### config.mk
export PLATFORM = sky130hd
export DESIGN_NAME = htn_norm
export DESIGN_NICKNAME = d
export VERILOG_FILES = /design/src/htn_pkg.sv /design/src/htn_norm.sv
export SDC_FILE = /design/constraint.sdc
export NUM_CORES = 2
export LEC_CHECK = 0
export BUFFER_PORTS_ARGS = -buffer_cell sky130_fd_sc_hd__buf_2
export CAP_MARGIN = 30
export CORE_ASPECT_RATIO = 0.75
export CORE_MARGIN = 2
export CORE_UTILIZATION = 34
export CTS_CLUSTER_SIZE = 14
export DETAILED_ROUTE_END_ITERATION = 8
export HOLD_SLACK_MARGIN = 0.02
export PLACE_DENSITY = 0.51
export RECOVER_POWER = 100
export SYNTH_ARGS = -nofsm -noshare
export SYNTH_HDL_FRONTEND = slang
export SYNTH_SLANG_ARGS = --single-unit
### constraint.sdc
create_clock -name clk -period 17.04 [get_ports clk]
set_input_delay 0.852 -clock clk [delete_from_list [all_inputs] [get_ports clk]]
set_output_delay 0.852 -clock clk [all_outputs]
set_load 0.02 [all_outputs]
### src/htn_pkg.sv
// ----------------------------------------------------------------------------
// Height map to normal map: package
// Item types, state encodings and fixed constants of the block.
// ----------------------------------------------------------------------------
package htn_pkg;

  localparam int SAMPLE_W  = 16;
  localparam int SCALE_W   = 32;
  localparam int IMG_W_W   = 13;
  localparam int CFG_IDX_W = 2;
  localparam int PROD_W    = 48;
  localparam int SUM_W     = 64;
  localparam int NUM_W     = 41;
  localparam int DSH_W     = 40;
  localparam int ROOT_W    = 32;
  localparam int NORM_BITS = 30;
  localparam int CODE_W    = 8;

  localparam logic [CFG_IDX_W-1:0] CFG_IMAGE_WIDTH    = 2'd0;
  localparam logic [CFG_IDX_W-1:0] CFG_BYTE_SWAP      = 2'd1;
  localparam logic [CFG_IDX_W-1:0] CFG_VERTICAL_SCALE = 2'd2;

  localparam logic [IMG_W_W-1:0] IMAGE_WIDTH_RESET    = 13'd4096;
  localparam logic [SCALE_W-1:0] VERTICAL_SCALE_RESET = 32'd16777216;

  localparam logic [1:0] CH_RED   = 2'd0;
  localparam logic [1:0] CH_GREEN = 2'd1;
  localparam logic [1:0] CH_BLUE  = 2'd2;

  typedef struct packed {
    logic                action;
    logic [SAMPLE_W-1:0] sample;
    logic [SCALE_W-1:0]  row_x_scale;
  } in_t;

  typedef struct packed {
    logic [CODE_W-1:0] red;
    logic [CODE_W-1:0] green;
    logic [CODE_W-1:0] blue;
    logic              end_of_row;
    logic              end_of_image;
  } out_t;

  typedef struct packed {
    logic [SAMPLE_W-1:0] dx_mag;
    logic                dx_neg;
    logic [SAMPLE_W-1:0] dy_mag;
    logic                dy_neg;
    logic [SCALE_W-1:0]  x_scale;
  } norm_req_t;

  typedef enum logic [2:0] {
    T_IDLE, T_RD_A, T_RD_B, T_RD_C, T_START, T_CALC, T_PUSH
  } top_state_t;

  typedef enum logic [3:0] {
    N_IDLE, N_MX, N_MY, N_GY, N_MAX, N_SHIFT, N_SQX, N_SQY, N_SQZ, N_SUM,
    N_SQRT, N_LOAD, N_DIV, N_DONE
  } norm_state_t;

endpackage

### src/htn_norm.sv
// ----------------------------------------------------------------------------
// Height map to normal map: normalizer
// Scales the gradient, normalizes (dx, dy, 1) with one shared multiplier,
// a bit-serial square root and a restoring divider, and encodes the codes.
// ----------------------------------------------------------------------------
module htn_norm #(
  parameter int SCALE_FRAC_BITS = 24
) (
  input  logic                              clk,
  input  logic                              rst_n,
  input  logic                              start,
  input  htn_pkg::norm_req_t                req,
  input  logic [htn_pkg::SCALE_W-1:0]       vscale,
  output logic                              done,
  output logic [htn_pkg::CODE_W-1:0]        red,
  output logic [htn_pkg::CODE_W-1:0]        green,
  output logic [htn_pkg::CODE_W-1:0]        blue
);

  localparam int GW = htn_pkg::PROD_W;
  localparam int NB = htn_pkg::NORM_BITS;
  localparam logic [GW-1:0] GZ_INIT = {{(GW-1){1'b0}}, 1'b1} << SCALE_FRAC_BITS;

  htn_pkg::norm_state_t state_r, state_nxt;
  htn_pkg::norm_req_t   req_r;

  logic [htn_pkg::SUM_W-1:0]  prod_r, sum_r, res_r;
  logic [GW-1:0]              gx_r, gy_r, gz_r, m_r;
  logic [4:0]                 k_r;
  logic [htn_pkg::NUM_W-1:0]  rem_r;
  logic [htn_pkg::DSH_W-1:0]  dsh_r;
  logic [htn_pkg::CODE_W-1:0] q_r, red_r, green_r, blue_r;
  logic [2:0]                 cnt_r;
  logic [1:0]                 ch_r;

  logic [31:0]                mul_a, mul_b;
  logic [htn_pkg::SUM_W-1:0]  sq_bit, sq_try;
  logic [GW-1:0]              m_xy;
  logic [htn_pkg::ROOT_W-1:0] r_eff;
  logic [NB-1:0]              ch_mag;
  logic                       ch_neg;
  logic [htn_pkg::NUM_W-1:0]  r_ext, a_ext, base, gain, num;
  logic                       div_ge;
  logic [htn_pkg::CODE_W-1:0] q_new;

  always_comb begin
    mul_a = '0;
    mul_b = '0;
    case (state_r)
      htn_pkg::N_MX: begin
        mul_a = 32'(req_r.dx_mag);
        mul_b = req_r.x_scale;
      end
      htn_pkg::N_MY: begin
        mul_a = 32'(req_r.dy_mag);
        mul_b = vscale;
      end
      htn_pkg::N_SQX: begin
        mul_a = gx_r[31:0];
        mul_b = gx_r[31:0];
      end
      htn_pkg::N_SQY: begin
        mul_a = gy_r[31:0];
        mul_b = gy_r[31:0];
      end
      htn_pkg::N_SQZ: begin
        mul_a = gz_r[31:0];
        mul_b = gz_r[31:0];
      end
      default: begin
        mul_a = '0;
        mul_b = '0;
      end
    endcase
  end

  assign m_xy   = (gx_r > gy_r) ? gx_r : gy_r;
  assign sq_bit = 64'd1 << {k_r, 1'b0};
  assign sq_try = res_r + sq_bit;
  assign r_eff  = (res_r[htn_pkg::ROOT_W-1:0] == '0) ? 32'd1 : res_r[htn_pkg::ROOT_W-1:0];

  always_comb begin
    case (ch_r)
      htn_pkg::CH_RED: begin
        ch_mag = gx_r[NB-1:0];
        ch_neg = req_r.dx_neg;
      end
      htn_pkg::CH_GREEN: begin
        ch_mag = gy_r[NB-1:0];
        ch_neg = req_r.dy_neg;
      end
      default: begin
        ch_mag = gz_r[NB-1:0];
        ch_neg = 1'b0;
      end
    endcase
  end

  assign r_ext  = htn_pkg::NUM_W'(r_eff);
  assign a_ext  = htn_pkg::NUM_W'(ch_mag);
  assign base   = (r_ext << 8) + r_ext;
  assign gain   = (a_ext << 8) - (a_ext << 1);
  assign num    = ch_neg ? (base - gain) : (base + gain);
  assign div_ge = (rem_r >= htn_pkg::NUM_W'(dsh_r));
  assign q_new  = {q_r[htn_pkg::CODE_W-2:0], div_ge};

  always_comb begin
    state_nxt = state_r;
    case (state_r)
      htn_pkg::N_IDLE:  if (start) state_nxt = htn_pkg::N_MX;
      htn_pkg::N_MX:    state_nxt = htn_pkg::N_MY;
      htn_pkg::N_MY:    state_nxt = htn_pkg::N_GY;
      htn_pkg::N_GY:    state_nxt = htn_pkg::N_MAX;
      htn_pkg::N_MAX:   state_nxt = htn_pkg::N_SHIFT;
      htn_pkg::N_SHIFT: if (m_r[GW-1:NB] == '0) state_nxt = htn_pkg::N_SQX;
      htn_pkg::N_SQX:   state_nxt = htn_pkg::N_SQY;
      htn_pkg::N_SQY:   state_nxt = htn_pkg::N_SQZ;
      htn_pkg::N_SQZ:   state_nxt = htn_pkg::N_SUM;
      htn_pkg::N_SUM:   state_nxt = htn_pkg::N_SQRT;
      htn_pkg::N_SQRT:  if (k_r == 5'd0) state_nxt = htn_pkg::N_LOAD;
      htn_pkg::N_LOAD:  state_nxt = htn_pkg::N_DIV;
      htn_pkg::N_DIV: begin
        if (cnt_r == 3'd0) begin
          state_nxt = (ch_r == htn_pkg::CH_BLUE) ? htn_pkg::N_DONE : htn_pkg::N_LOAD;
        end
      end
      htn_pkg::N_DONE:  state_nxt = htn_pkg::N_IDLE;
      default: state_nxt = htn_pkg::N_IDLE;
    endcase
  end

  always_ff @(posedge clk) begin
    if (!rst_n) begin
      state_r <= htn_pkg::N_IDLE;
    end else begin
      state_r <= state_nxt;
    end
  end

  always_ff @(posedge clk) begin
    prod_r <= 64'(mul_a) * 64'(mul_b);
    case (state_r)
      htn_pkg::N_IDLE: begin
        req_r <= req;
        ch_r  <= htn_pkg::CH_RED;
      end
      htn_pkg::N_MY: gx_r <= prod_r[GW-1:0];
      htn_pkg::N_GY: begin
        gy_r <= prod_r[GW-1:0];
        gz_r <= GZ_INIT;
      end
      htn_pkg::N_MAX: m_r <= (m_xy > gz_r) ? m_xy : gz_r;
      htn_pkg::N_SHIFT: begin
        if (m_r[GW-1:NB] != '0) begin
          m_r  <= m_r >> 1;
          gx_r <= gx_r >> 1;
          gy_r <= gy_r >> 1;
          gz_r <= gz_r >> 1;
        end
      end
      htn_pkg::N_SQY: sum_r <= prod_r;
      htn_pkg::N_SQZ: sum_r <= sum_r + prod_r;
      htn_pkg::N_SUM: begin
        sum_r <= sum_r + prod_r;
        res_r <= '0;
        k_r   <= 5'd31;
      end
      htn_pkg::N_SQRT: begin
        if (sum_r >= sq_try) begin
          sum_r <= sum_r - sq_try;
          res_r <= (res_r >> 1) + sq_bit;
        end else begin
          res_r <= res_r >> 1;
        end
        k_r <= k_r - 5'd1;
      end
      htn_pkg::N_LOAD: begin
        rem_r <= num;
        dsh_r <= {r_eff, 8'd0};
        cnt_r <= 3'd7;
      end
      htn_pkg::N_DIV: begin
        if (div_ge) rem_r <= rem_r - htn_pkg::NUM_W'(dsh_r);
        q_r   <= q_new;
        dsh_r <= dsh_r >> 1;
        cnt_r <= cnt_r - 3'd1;
        if (cnt_r == 3'd0) begin
          case (ch_r)
            htn_pkg::CH_RED:   red_r   <= q_new;
            htn_pkg::CH_GREEN: green_r <= q_new;
            default:           blue_r  <= q_new;
          endcase
          ch_r <= ch_r + 2'd1;
        end
      end
      default: begin
      end
    endcase
  end

  assign done  = (state_r == htn_pkg::N_DONE);
  assign red   = red_r;
  assign green = green_r;
  assign blue  = blue_r;

endmodule

## After elaboration in Yosys (flattened, before gate mapping)

Cells that the tools add are included.

- Register bits after elaboration: 576
- Bits of input ports: 101
- Output and inout bits: 25
- Word-level logic and storage cells: 122

- Add/sub/neg operators: 12
- Multiply operators: 1
- Magnitude comparators: 4
- Eq/ne operators: 22
- Shift operators: 1
- Multiplexer cells: 33
- Bitwise logic cells: 1
- Reductions and logical operators: 26

Operators with widths:

| operator | number |
|---|---|
| one-hot mux 48 bit (2 select lines) | 4 |
| one-hot mux 32 bit (5 select lines) | 2 |
| two-way mux 48 bit | 6 |
| one-hot mux 64 bit (3 select lines) | 1 |
| adder 64 bit | 2 |
| two-way mux 64 bit | 2 |
| one-hot mux 64 bit (2 select lines) | 1 |
| greater-than comparator 48 bit | 2 |
| two-way mux 41 bit | 2 |
| one-hot mux 41 bit (2 select lines) | 1 |
| one-hot mux 40 bit (2 select lines) | 1 |
| adder 63 x 64 -> 64 bit | 1 |
| greater-or-equal comparator 64 bit | 1 |
| multiplier 32 x 32 -> 64 bit | 1 |
| << shifter 1 x 6 -> 64 bit (first input constant) | 1 |
| subtractor 64 bit | 1 |
| one-hot mux 30 bit (2 select lines) | 1 |
| one-hot mux 4 bit (13 select lines) | 1 |
| adder 40 x 32 -> 41 bit | 1 |
| adder 41 bit | 1 |
| greater-or-equal comparator 41 x 40 -> 1 bit | 1 |
| subtractor 41 x 40 -> 41 bit | 1 |
| subtractor 41 bit | 1 |
| subtractor 38 x 31 -> 39 bit | 1 |
| 32 further kinds | 63 |

## Logic depth before layout (Yosys ltp)

- Word-level depth: 6
- Mapped depth: 39
- Gate-level depth less buffers: 35

## Worst setup path before layout

No wires, ideal clock.

- Path type: register to register
- Start point: register state_r[0]
- End point: register prod_r[60] in the netlist's numbering
- Setup time: 0.072 ns
- Data arrival time: 9.092 ns
- Slack: 7.876 ns
- Stages on the path, launching flop included: 31
- Clock period less this slack: 9.164 ns
- Path through: dfxtp_1 or2_2 clkbuf_1 buf_1 nor3_1 a221o_1 a221oi_1 clkbuf_1 nor2_1 fa_1 fa_1 inv_1 fa_1 fa_1 fa_1 inv_1 fa_1 fa_1 fa_1 ha_1 nor2b_1 o21ai_0 a21oi_1 a2111oi_0 a31oi_1 o21ai_0 nand2_1 a21o_1 a311o_1 a21oi_1 xnor2_1

- Cells in the longest elaborated chain, start to end: 3
- Elaborated cells on any way between the ends: 8
- Classes of those cells: mul: 1; eq/ne: 5; mux: 2

RTL lines:

| element | RTL line | text |
|---|---|---|
| from (decl) | htn_norm.sv:24 | `htn_pkg::norm_state_t state_r, state_nxt;` |
| from (signal assigned) | htn_norm.sv:134 | `state_r <= htn_pkg::N_IDLE;` |
| from (signal assigned) | htn_norm.sv:136 | `state_r <= state_nxt;` |
| equality test 4 bit (tied with other cells) | htn_norm.sv:49 | `case (state_r)` |
| one-hot mux 32 bit (5 select lines) | htn_norm.sv:49 |  |
| multiplier 32 x 32 -> 64 bit (*) | htn_norm.sv:141 | `prod_r <= 64'(mul_a) * 64'(mul_b);` |
| to (signal assigned) | htn_norm.sv:141 |  |
| to (decl) | htn_norm.sv:27 | `logic [htn_pkg::SUM_W-1:0] prod_r, sum_r, res_r;` |

Mark *: on every way between the ends. The rest lies on a longest branch, timed or not.
A chain may end at the register's enable or synchronous reset.

## Final worst setup path

- Start point: register state_r[1]
- End point: register prod_r[62] in the netlist's numbering

The elaborated chain is that of the path after synthesis.

==> metrics.md <==
| Metric | Value |
|---|---|
| Unique masters post-synth | `102` |
| Wire length on met2 | `105000 um` |
| Leak | `0.0356 uW` |
| Detail-routed net length per standard cell | `22.9 um` |
| Maximum clock frequency | `0.0762 GHz` |
| Initial Utilization | `34.3%` |
| Global-route wire length before repair | `391000 um` |
| Post-CTS repair timing setup buffer count | `0` |
| Total die area | `0.220 mm2` |
| Outcome | `complete, but fails checks` |
| Data arrival time of the critical path | `13.70 ns` |
| Synthesis Warnings | `0` |
| RSZ-0062 raised after global routing | `no` |
| Hold_buf cts | `0` |
| Worst max-slew margin expressed relative to the limit | `-150%` |
| Area after detailed placement | `0.0779 mm2` |
| Tcrit/Tclk final | `77.0%` |
| Number of I/O port buffers | `125` |
| Register cell area after layout | `0.0150 mm2` |
| Count of unresolved DRC violations after routing | `0` |
| Met3 layer wire length in the routed design | `23800 um` |
| Syn Nets | `9987` |
| Clock Sinks | `523` |
| Number of enable flip-flop cells after synthesis | `455` |
| Routed vias | `61200` |
| VDD IR max | `0.0747 mV` |
| Buf+Inv Stages, Crit Path | `2` |
| CP required | `17.62 ns` |
| Type of element launching the critical path | `flop` |
| Largest net degree at the start of global routing | `93` |
| Share of synthesized flip-flops with an asynchronous set or reset | `0%` |
| First DRT Iteration DRCs | `5516` |
| I/O pin total | `126` |
| Family with the most delay on the worst path | `adder cells` |
| Placer's final routability congestion estimate | `0.925` |
| Root buffer selected by CTS | `sky130_fd_sc_hd__clkbuf_16` |
| Most common flop cell mapped by yosys | `sky130_fd_sc_hd__edfxtp_1` |
| Number of standard cells in the final layout excluding fillers | `11200` |
| Total length of routed wires | `256000 um` |
| Total negative setup slack | `0 ns` |
| Die span in x | `541 um` |
| H-tree depth | `3` |
| Post-cts gate resize count | `0` |
| Slew Viols, Final | `1014` |
| Area used by multi-input combinational logic | `0.0529 mm2` |
| Highest fanout seen on the critical path | `27` |
| PwrDens | `85.4 mW/mm2` |
| CTS tree | `built` |
| Fin crit period | `13.12 ns` |
| Worst-path cell with the longest stage delay | `sky130_fd_sc_hd__inv_1` |
| Number of hold-slack violations in the final timing report | `0` |
| Most frequent cell on the critical path | `sky130_fd_sc_hd__fa_1` |
| Number of failing setup endpoints in the final timing report | `0` |
| Synthesized instance count | `8343` |
| Total gr overflow | `0` |
| Worst clock skew | `0.0629 ns` |
| Half-perimeter wire length of the detailed placement result | `203000 um` |
| Die Span Y | `407 um` |
| Setup Crit Path Kind | `flop to flop` |
| Slew of the pin with the lowest slew margin | `3.75 ns` |
| Maximum Capacitance Violations | `22` |
| Final Instance Area | `0.0800 mm2` |
| Clock Path Buffers | `3` |
| Overall fraction of global-route tracks in use | `23.5%` |
| Number of placement rows | `147` |
| Path type of the worst min-delay path | `input port to flop` |
| Most frequent cells in the layout | `sky130_fd_sc_hd__inv_1 (1165), sky130_fd_sc_hd__nand2_1 (939), sky130_fd_sc_hd__nor2_1 (922), sky130_fd_sc_hd__fa_1 (901), sky130_fd_sc_hd__ha_1 (641)` |
| Drt pass-1 iters | `6` |
| Core area | `0.215 mm2` |
| TritonCTS Buffers | `68` |
| Worst hold slack after final layout | `0.326 ns` |
| Initial antenna violation count | `19` |
| Top routing layer in use | `met5` |
| Proportion of layout cells with a drive suffix above 1 | `5.36%` |
| Instance count after placement with tap cells included | `11000` |
| Nets | `9934` |
| Proportion of synthesized chip area in sequential cells | `20.4%` |
| Worst skew pair latency | `0.71 ns` |
| Violations in the final reports | `max-capacitance violations, max-slew violations` |
| Clock-pin slew reported for the worst setup and hold paths after clock tree synthesis | `0.06 ns` |
| Number of synthesized register bits | `523` |
| Syn_area_per_cell | `8.82 um2` |
| Met1 routed wirelength after detailed routing | `121000 um` |
| Vias in the first global route | `61400` |
| Final ANT Viol Nets | `0` |
| Core Util, Final | `37.3%` |
| Count of filler cells inserted in the layout | `21900` |
| Most common cell after layout, fill and taps aside | `sky130_fd_sc_hd__inv_1` |
| Capturing element type of the critical path | `flop` |
| Area Overhead vs Synth | `8.72%` |
| Crit path largest cell delay | `1.10 ns` |
| Netlist Area Pre-Place | `0.0736 mm2` |
| Number of vias per cell | `5.47` |
-- layer usage --
layer / vias up / GRT usage (%)
met5: - / 0
met4: 10 / 5.35
met3: 333 / 5.47
met2: 2313 / 34.3
met1: 30700 / 34.7
li1: 27800 / -
-- state kept, by name, indices dropped and copies added (netlist names) --
| register | cells |
|---|---|
| k_r | 5 |
| q_r | 7 |
| gz_r | 25 |
| prod_r | 64 |
| req_r | 66 |
| blue | 8 |
| sum_r | 64 |
| ch_r | 2 |
| state_r | 4 |
| res_r | 64 |
| green | 8 |
| dsh_r | 40 |
| gy_r | 48 |
| red | 8 |
| cnt_r | 3 |
| gx_r | 48 |
| rem_r | 41 |
| m_r | 18 |
-- cell usage after synthesis (all sizes together), types with 28 or more instances --
cell type  count  share of area (%)
a221oi        56               0.67
clkbuf       377                1.9
nor3          83               0.57
xor2         197                2.3
xnor2        245                2.9
edfxtp       455                 19
buf           28               0.19
nand2        939                4.8
inv         1168                6.0
o21a          49               0.50
nand3         85               0.60
or3           33               0.29
a22oi         62               0.63
o31ai         35               0.38
a21o         231                2.4
a211oi        59               0.62
and3          44               0.37
dfxtp         68                1.9
nor2         926                4.7
a31oi         99               0.85
nor4          28               0.26
a21oi        406                2.8
fa           901                 25
nor2b         66               0.56
and2          30               0.26
a221o         68               0.93
ha           642                 11
nand2b        88               0.75
nand4         82               0.71
o21ai        403                2.7
o21bai        63               0.64
-- cell type report --
type	instances	area share, %
Antenna cell	4	0.0125
Clock buffer	92	2.34
Clock inverter	32	0.494
Inverter	1173	5.51
Multi-Input combinational cell	6242	66.2
Sequential cell	523	18.8
Tap cell	2831	4.43
Timing Repair Buffer	282	2.25
-- per-stage QoR --
stage	setup slack (ns)	power (uW)
after global placement	5.70	5260
after floorplan	7.88	4160
after CTS	5.49	6840
final	3.92	6830
after detailed placement	5.60	5290
after global routing	3.14	7310
-- cell families (layout without fill, tap and decap cells) --
group | Yosys count | after routing | synth area share [%]
compound gates | 1739 | 1739 | 15.6
xor+xnor | 442 | 442 | 5.26
fa+ha+maj | 1543 | 1543 | 35.4
simple gates | 2491 | 2491 | 14.8
mux | 27 | 27 | 0.367
other cells | 0 | 4 | 0
flops | 523 | 523 | 20.4
buf+inv | 1578 | 1579 | 8.10
-- worst paths after layout --
kind,from,slack [ns],endpoint,cells after the start
worst max-delay path,state_r[1]$_SDFFE_PN0P_,3.92,prod_r[62]$_DFF_P_,28
worst min-delay path,req[8],0.33,req_r[8]$_DFFE_PP_,1
worst max register to register,state_r[1]$_SDFFE_PN0P_,3.92,prod_r[62]$_DFF_P_,28
worst min register to register,q_r[6]$_DFFE_PP_,0.48,blue[7]$_DFFE_PP_,0
-- where the power goes --
| part | switching (uW) | total [uW] | internal (uW) | leakage [uW] |
|---|---|---|---|---|
| combinational | 2220 | 3570 | 1340 | 0.0298 |
| clock | 650 | 1520 | 873 | 0.00109 |
| sequential | 145 | 1740 | 1600 | 0.00475 |
(Power assumes the default switching activity.)
